[src/design/dinf_pkg.sv]
// ----------------------------------------------------------------------------
// dinf_pkg
// Widths, word types and constant tables shared by the flow direction block.
// ----------------------------------------------------------------------------
package dinf_pkg;

  localparam int ELEV_BITS    = 16;
  localparam int ANGLE_BITS   = 16;
  localparam int SLOPE_FRAC   = 8;
  localparam int NUM_FACETS   = 8;
  localparam int FACET_BITS   = 3;

  localparam int DIFF_BITS    = ELEV_BITS + 1;
  localparam int MAG_BITS     = ELEV_BITS;
  localparam int SQ_BITS      = 2 * MAG_BITS;
  localparam int ROOT_BITS    = (SQ_BITS + 1 + 2 * SLOPE_FRAC + 1) / 2;
  localparam int OPND_BITS    = 2 * ROOT_BITS;
  localparam int REM_BITS     = ROOT_BITS + 3;
  localparam int SLOPE_BITS   = ROOT_BITS + 1;

  localparam int CORDIC_STEPS = 26;
  localparam int NORM_MSB     = 39;
  localparam int SH_BITS      = $clog2(NORM_MSB + 1);
  localparam int MSB_BITS     = $clog2(MAG_BITS);
  localparam int CX_BITS      = NORM_MSB + 4;
  localparam int Z_BITS       = 34;
  localparam int ZC_BITS      = 30;

  localparam int LANE_ANG_BITS = ANGLE_BITS - 2;
  localparam int OUT_ANG_BITS  = ANGLE_BITS + 1;
  localparam logic [LANE_ANG_BITS-1:0] EIGHTH = LANE_ANG_BITS'(1) << (ANGLE_BITS - 3);

  localparam int ITER_STEPS   = (ROOT_BITS > CORDIC_STEPS) ? ROOT_BITS : CORDIC_STEPS;
  localparam int LANE_STAGES  = ITER_STEPS + 4;
  localparam int MERGE_STAGES = 3;
  localparam int PIPE_STAGES  = LANE_STAGES + MERGE_STAGES;

  typedef logic signed [ELEV_BITS-1:0] elev_t;

  typedef struct packed {
    elev_t center_elev;
    elev_t north_elev;
    elev_t northeast_elev;
    elev_t east_elev;
    elev_t southeast_elev;
    elev_t south_elev;
    elev_t southwest_elev;
    elev_t west_elev;
    elev_t northwest_elev;
  } src_word_t;

  typedef struct packed {
    logic [OUT_ANG_BITS-1:0] flow_angle;
    logic                    no_flow;
    logic [FACET_BITS-1:0]   winning_facet;
  } res_word_t;

  typedef struct packed {
    logic signed [SLOPE_BITS-1:0] slope;
    logic [LANE_ANG_BITS-1:0]     angle;
  } lane_res_t;

  // arctangent of 2^-i in units of 2*pi/2^32
  function automatic logic [31:0] atan_turn(input int i);
    logic [31:0] v;
    case (i)
      0:  v = 32'h20000000;  1:  v = 32'h12E4051E;  2:  v = 32'h09FB385B;
      3:  v = 32'h051111D4;  4:  v = 32'h028B0D43;  5:  v = 32'h0145D7E1;
      6:  v = 32'h00A2F61E;  7:  v = 32'h00517C55;  8:  v = 32'h0028BE53;
      9:  v = 32'h00145F2F;  10: v = 32'h000A2F98;  11: v = 32'h000517CC;
      12: v = 32'h00028BE6;  13: v = 32'h000145F3;  14: v = 32'h0000A2FA;
      15: v = 32'h0000517D;  16: v = 32'h000028BE;  17: v = 32'h0000145F;
      18: v = 32'h00000A30;  19: v = 32'h00000518;  20: v = 32'h0000028C;
      21: v = 32'h00000146;  22: v = 32'h000000A3;  23: v = 32'h00000051;
      24: v = 32'h00000029;  25: v = 32'h00000014;
      default: v = 32'h0;
    endcase
    return v;
  endfunction

  // quarter-turn count at the base of each facet
  function automatic logic [2:0] quad_of(input logic [FACET_BITS-1:0] k);
    logic [2:0] q;
    case (k)
      3'd0:           q = 3'd0;
      3'd1, 3'd2:     q = 3'd1;
      3'd3, 3'd4:     q = 3'd2;
      3'd5, 3'd6:     q = 3'd3;
      default:        q = 3'd4;
    endcase
    return q;
  endfunction

endpackage

[src/design/dinf_merge.sv]
// ----------------------------------------------------------------------------
// dinf_merge
// Registered three-level tree that keeps the first steepest facet, then forms
// the global flow angle.
// ----------------------------------------------------------------------------
module dinf_merge (
  input  logic                                  clk,
  input  logic [dinf_pkg::MERGE_STAGES-1:0]     en,
  input  dinf_pkg::lane_res_t                   lane [dinf_pkg::NUM_FACETS],
  output dinf_pkg::res_word_t                   word
);
  import dinf_pkg::*;

  lane_res_t             l1 [4];
  logic [FACET_BITS-1:0] i1 [4];
  lane_res_t             l2 [2];
  logic [FACET_BITS-1:0] i2 [2];

  // ties keep the lower facet
  always_ff @(posedge clk) begin
    if (en[0]) begin
      for (int j = 0; j < 4; j++) begin
        if (lane[2*j+1].slope > lane[2*j].slope) begin
          l1[j] <= lane[2*j+1];
          i1[j] <= FACET_BITS'(2*j+1);
        end else begin
          l1[j] <= lane[2*j];
          i1[j] <= FACET_BITS'(2*j);
        end
      end
    end
  end

  always_ff @(posedge clk) begin
    if (en[1]) begin
      for (int j = 0; j < 2; j++) begin
        if (l1[2*j+1].slope > l1[2*j].slope) begin
          l2[j] <= l1[2*j+1];
          i2[j] <= i1[2*j+1];
        end else begin
          l2[j] <= l1[2*j];
          i2[j] <= i1[2*j];
        end
      end
    end
  end

  lane_res_t               win;
  logic [FACET_BITS-1:0]   win_idx;
  logic [OUT_ANG_BITS-1:0] base, ang;

  always_comb begin
    if (l2[1].slope > l2[0].slope) begin
      win     = l2[1];
      win_idx = i2[1];
    end else begin
      win     = l2[0];
      win_idx = i2[0];
    end
    base = OUT_ANG_BITS'(quad_of(win_idx)) << (ANGLE_BITS - 2);
    ang  = win_idx[0] ? base - OUT_ANG_BITS'(win.angle) : base + OUT_ANG_BITS'(win.angle);
  end

  always_ff @(posedge clk) begin
    if (en[2]) begin
      word.no_flow       <= win.slope[SLOPE_BITS-1];
      word.flow_angle    <= win.slope[SLOPE_BITS-1] ? '0 : ang;
      word.winning_facet <= win_idx;
    end
  end

endmodule

[config.mk]
export PLATFORM = sky130hd
export DESIGN_NAME = dinf_merge
export DESIGN_NICKNAME = d
export VERILOG_FILES = /design/src/design/dinf_pkg.sv /design/src/design/dinf_merge.sv
export SDC_FILE = /design/constraint.sdc
export NUM_CORES = 1
export LEC_CHECK = 0
export BUFFER_PORTS_ARGS = -buffer_cell sky130_fd_sc_hd__buf_2
export CAP_MARGIN = 20
export CORE_AREA = 2 2 282 256
export CTS_CLUSTER_SIZE = 8
export DETAILED_ROUTE_END_ITERATION = 8
export DIE_AREA = 0 0 284 258
export PLACE_DENSITY = 0.45
export SYNTH_ARGS = -nofsm -noshare
export SYNTH_HDL_FRONTEND = slang
export SYNTH_SLANG_ARGS = --single-unit
[constraint.sdc]
create_clock -name clk -period 5 [get_ports clk]
set_input_delay 0.25 -clock clk [delete_from_list [all_inputs] [get_ports clk]]
set_output_delay 0.25 -clock clk [all_outputs]
set_load 0.02 [all_outputs]
Word-level counts from Yosys, hierarchy flattened
Memory sizes are Yosys's and may differ from the RTL's.
Cells that the tools add are included.
W data, S select, Z words.
{"block": "classes", "add_sub_neg": 2, "magnitude_cmp": 7, "n_eq_ne": 6, "mux": 52, "bitwise_logic": 12, "n_reduce_logical": 4}
{"cell": "$mux W40", "n": 7}
{"cell": "$gt A26 B26 Y1", "n": 7}
{"cell": "$mux W1", "n": 36}
{"cell": "$mux W3", "n": 7}
{"cell": "$add A17 B14 Y17", "n": 1}
{"cell": "$mux W17", "n": 1}
{"cell": "$sub A17 B14 Y17", "n": 1}
{"cell": "$or A1 B1 Y1", "n": 12}
{"cell": "$pmux W3 S4", "n": 1}
{"cell": "$eq A3 B3 Y1 const B", "n": 3}
{"cell": "$eq A3 B2 Y1 const B", "n": 2}
{"cell": "$reduce_or A2 Y1", "n": 3}
{"cell": "$eq A3 B1 Y1 const B", "n": 1}
{"cell": "$logic_not A3 Y1", "n": 1}
{"block": "word_totals", "register_bits": 21, "ramBits": 258, "input_bits": 324, "output_inout_bits": 21, "elab_cells": 90, "n_memories": 4}
{"name": "l1", "depth": 4, "width": 40, "read_ports": 4, "rd_clocked_by_memory_dff": 0, "wr": 4, "line_no": "dinf_merge.sv:14", "source": "lane_res_t l1 [4];"}
{"name": "l2", "depth": 2, "width": 40, "read_ports": 2, "rd_clocked_by_memory_dff": 0, "wr": 2, "line_no": "dinf_merge.sv:16", "source": "lane_res_t l2 [2];"}
{"name": "i1", "depth": 4, "width": 3, "read_ports": 4, "rd_clocked_by_memory_dff": 0, "wr": 4, "line_no": "dinf_merge.sv:15", "source": "logic [FACET_BITS-1:0] i1 [4];"}
{"name": "i2", "depth": 2, "width": 3, "read_ports": 2, "rd_clocked_by_memory_dff": 0, "wr": 2, "line_no": "dinf_merge.sv:17", "source": "logic [FACET_BITS-1:0] i2 [2];"}

Longest topological paths before layout
An unclocked memory read counts as a cell.
{"block": "depth", "ltp_word": 8, "mapped_depth": 18, "depth_no_buf": 18}

Least setup slack after synthesis
OpenSTA, ideal clock, no wires.
{"block": "synth_path", "path_kind": "register -> register", "from": "memory l2[1][39] (netlist bit)", "to": "register word[16] (netlist bit) (data pin)", "arrival_time_ps": 3619, "t_required_ps": 4725, "path_slack_ps": 1106, "path_stages_with_launch": 17, "n_path_buf": 0, "period_less_slack_ps": 3894, "cell_sequence": "edfxtp_1 -> ha_1 -> nand4_1 -> nor3_1 -> a221oi_1 -> o211ai_1 -> nor3_1 -> nor2_1 -> inv_2 -> mux2i_1 -> ha_1 -> nor2b_1 -> or3b_1 -> or2_4 -> o21ai_1 -> xor2_1 -> a211oi_1"}
{"element": "from (decl)", "line_no": "dinf_merge.sv:16"}
{"element": "to (decl)", "line_no": "dinf_merge.sv:10", "source": "output dinf_pkg::res_word_t word"}

==> flow_metrics.py <==
metrics = {
    "status": {
        "outcome": "finished clean",
    },
    "logic_synthesis": {
        "synth_area_leader_cell": "edfxtp_1",
        "synth_edf_count": 268,
        "ys_top_cells_by_area": "edfxtp_1 (46%), ha_1 (13%), mux2_2 (13%), inv_1 (4.2%), nand2_1 (2.5%)",
        "ys_types": 66,
        "yosysSeqAreaShare": 0.461,
        "syn_inst": 1547,
        "yosysTopAreaCellShare": 0.460,
        "ys.warnings.count": 0,
        "syn_area_per_cell_sq_um": 11.3,
        "syn_nets": 2054,
        "syn_area_sq_um": 17500,
        "ys_async_sr_fraction": 0,
        "ys_ff_latch": 269,
        "synth_ff_type": "edfxtp_1",
    },
    "grt": {
        "grt_overflow_total": 0,
        "grt_pass1_wl_mm": 78.5,
        "grt_use_total": 0.140,
        "first_global_vias": 13385,
        "antenna_found_initial": 4,
        "grt_start_max_net_pins": 77,
    },
    "route": {
        "vias": 13009,
        "ant_nets": 0,
        "drt-total-wl_mm": 52.3,
        "wl_per_cell_um": 18.1,
        "drt_iter0_drc": 655,
        "drc": 0,
        "first_pass_iters": 5,
        "drt-vias-per-instance": 4.50,
    },
    "clock_tree": {
        "insertion_delay_ns": 0.54,
        "cts.clk_slew.worst_paths_ns": 0.05,
        "cts_tree": "yes",
        "root_buffer": "clkbuf_16",
        "numCtsBuffers": 39,
        "cts_resized": 0,
        "ctsHtreeMaxLevel": 2,
        "clockBufferDepth": 3,
        "cts.sinks": 269,
    },
    "timing": {
        "tightest_slew_ns": 0.994,
        "hold_violations": 0,
        "rsz0062_at_grt": "no",
        "final-max-slew-violation-count": 0,
        "fin_crit_sh": 0.907,
        "setup_viol": 0,
        "slew_headroom": 0.337,
        "clock_skew_ns": 0.0202,
        "finalCriticalPeriod_ns": 4.54,
        "timing.hold.ws_ns": 0.0371,
        "fin_ws_ns": 0.464,
        "finalSetupTns_ns": 0,
        "fmax_ghz": 0.220,
    },
    "floorplan": {
        "core_sq_um": 70700,
        "die_h_um": 258,
        "start_util": 0.247,
        "dieArea_sq_um": 73300,
        "die_w_um": 284,
        "rows": 93,
        "ios": 345,
    },
    "final_layout": {
        "final_cell_mix": "buf_2 (342), edfxtp_1 (268), mux2_2 (199)",
        "diodes": 0,
        "nFillCells": 7285,
        "drive_gt1_frac": 0.325,
        "fin_nets": 2436,
        "fin_cells": 2888,
        "area_delta_synth_final_pct": 24.7,
        "final_common_cell": "buf_2",
    },
    "worst_setup_path": {
        "crit_type": "flip-flop to flip-flop",
        "cp-start-kind": "flip-flop",
        "path_common_cell": "ha_1",
        "crit_required_ns": 5.34,
        "crit_family": "simple AND/OR/NAND/NOR gates",
        "end_kind": "flip-flop",
        "cp_slowest_cell": "nor4_1",
        "path_max_fanout": 6,
        "crit_arrival_ns": 4.87,
        "cp.buffers_inverters": 1,
        "cpPeakStageDelay_ns": 0.58,
        "cp_cell_sequence": "ha_1 -> nand4_1 -> nor4_1 -> o311a_1 -> o211a_2 -> nor2_1 -> inv_2 -> mux2i_1 -> ha_1 -> nor2b_1 -> or3b_1 -> or2_4 -> o21ai_1 -> xor2_1 -> a211oi_1",
    },
    "placement": {
        "hpwlAfterDp_mm": 40.7,
        "dpl.cell_count": 2796,
        "place.gp.congestion": 0.849,
        "portBuffers": 344,
        "dp_slack_ns": 0.537,
    },
    "power_and_ir_drop": {
        "peakVddDrop_mv": 0.161,
        "leakagePower_nw": 9.51,
        "power_density_nw_per_um2": 332,
    },
    "job": {
        "maxCapViolCount": 0,
    },
    "hold_path": {
        "min_path_type": "primary input to flip-flop",
    },
}
-- power breakdown --
group | total (mW) | switching (mW) | internal (mW)
clock network | 2.32 | 0.930 | 1.39
logic | 1.87 | 1.03 | 0.842
registers | 3.05 | 0.161 | 2.89
-- synthesized netlist by cell type, drive strengths merged, types with 6 or more instances --
master     n
nor2      48
nand2    118
a211oi    12
xnor2      8
mux2i      6
ha       183
o21ai     36
nor2b     15
a21o      40
or3       47
a2bb2oi   39
o21a      10
inv      199
xor2      10
nand4     38
a21oi     51
nor3      20
o31ai      8
and3       6
nand3     18
edfxtp   268
mux2     202
clkbuf    56
o211ai    46
nor4       6
buf        7
-- registers in the layout (all words and copies together) (netlist names) --
signal  count
i1          4
word       21
l1        160
l2         80
i2          4
-- worst paths after layout --
| kind | depth (start not counted) | endpoint | from | slack, ns |
|---|---|---|---|---|
| hold reg to reg | 1 | i1[2][0] | i1[2][0] | 0.52 |
| hold / removal | 2 | l1[2][0] | lane[120] | 0.04 |
| setup reg to reg | 15 | word[16] | l2[1][39] | 0.46 |
| setup / recovery | 15 | word[16] | l2[1][39] | 0.46 |
-- routing by layer --
| layer | GRT usage | part of all wire | vias up |
|---|---|---|---|
| met2 | 0.252 | 0.51 | 191 |
| met4 | 0.0317 | 0.015 | 6 |
| met5 | 0 | 0.00063 | - |
| met1 | 0.174 | 0.44 | 6272 |
| li1 | - | - | 6481 |
| met3 | 0.0235 | 0.036 | 59 |
-- kinds of logic after synthesis --
kind of cell	after synthesis	synth area share
compound gates	269	0.110
buf+inv	263	0.0573
xor+xnor	18	0.00945
mux	208	0.134
flops	269	0.461
simple gates	337	0.0977
fa+ha+maj	183	0.131
-- through the flow --
| step | utilization | cell area, sq um | total power, mW |
|---|---|---|---|
| 2_1_floorplan | - | 17500 | 4.23 |
| 3_3_place_gp | 0.288 | 20400 | 4.94 |
| 3_5_place_dp | 0.288 | 20400 | 4.96 |
| 4_1_cts | 0.308 | 21800 | 7.39 |
| 5_1_grt | 0.308 | 21800 | 7.69 |
| 6_report | 0.308 | 21800 | 7.25 |
-- what timing repair did --
action / 4_1_cts / 5_1_grt
hold buffers: 41 / 0
endpoints found under the hold margin: 23 / 0
buffers inserted: 0 / 0
-- area by class of cell --
| cell class | instances | area (sq um) | share of cell area |
|---|---|---|---|
| multi-input combinational | 1015 | 8470 | 0.388 |
| sequential | 269 | 8070 | 0.370 |
| timing repair buffer | 404 | 2300 | 0.106 |
| tap | 950 | 1190 | 0.0545 |
| clock buffer | 48 | 1010 | 0.0463 |
| inverter | 200 | 751 | 0.0344 |
| clock inverter | 2 | 12.5 | 0.000574 |
Power figures use the tool's default switching activity.
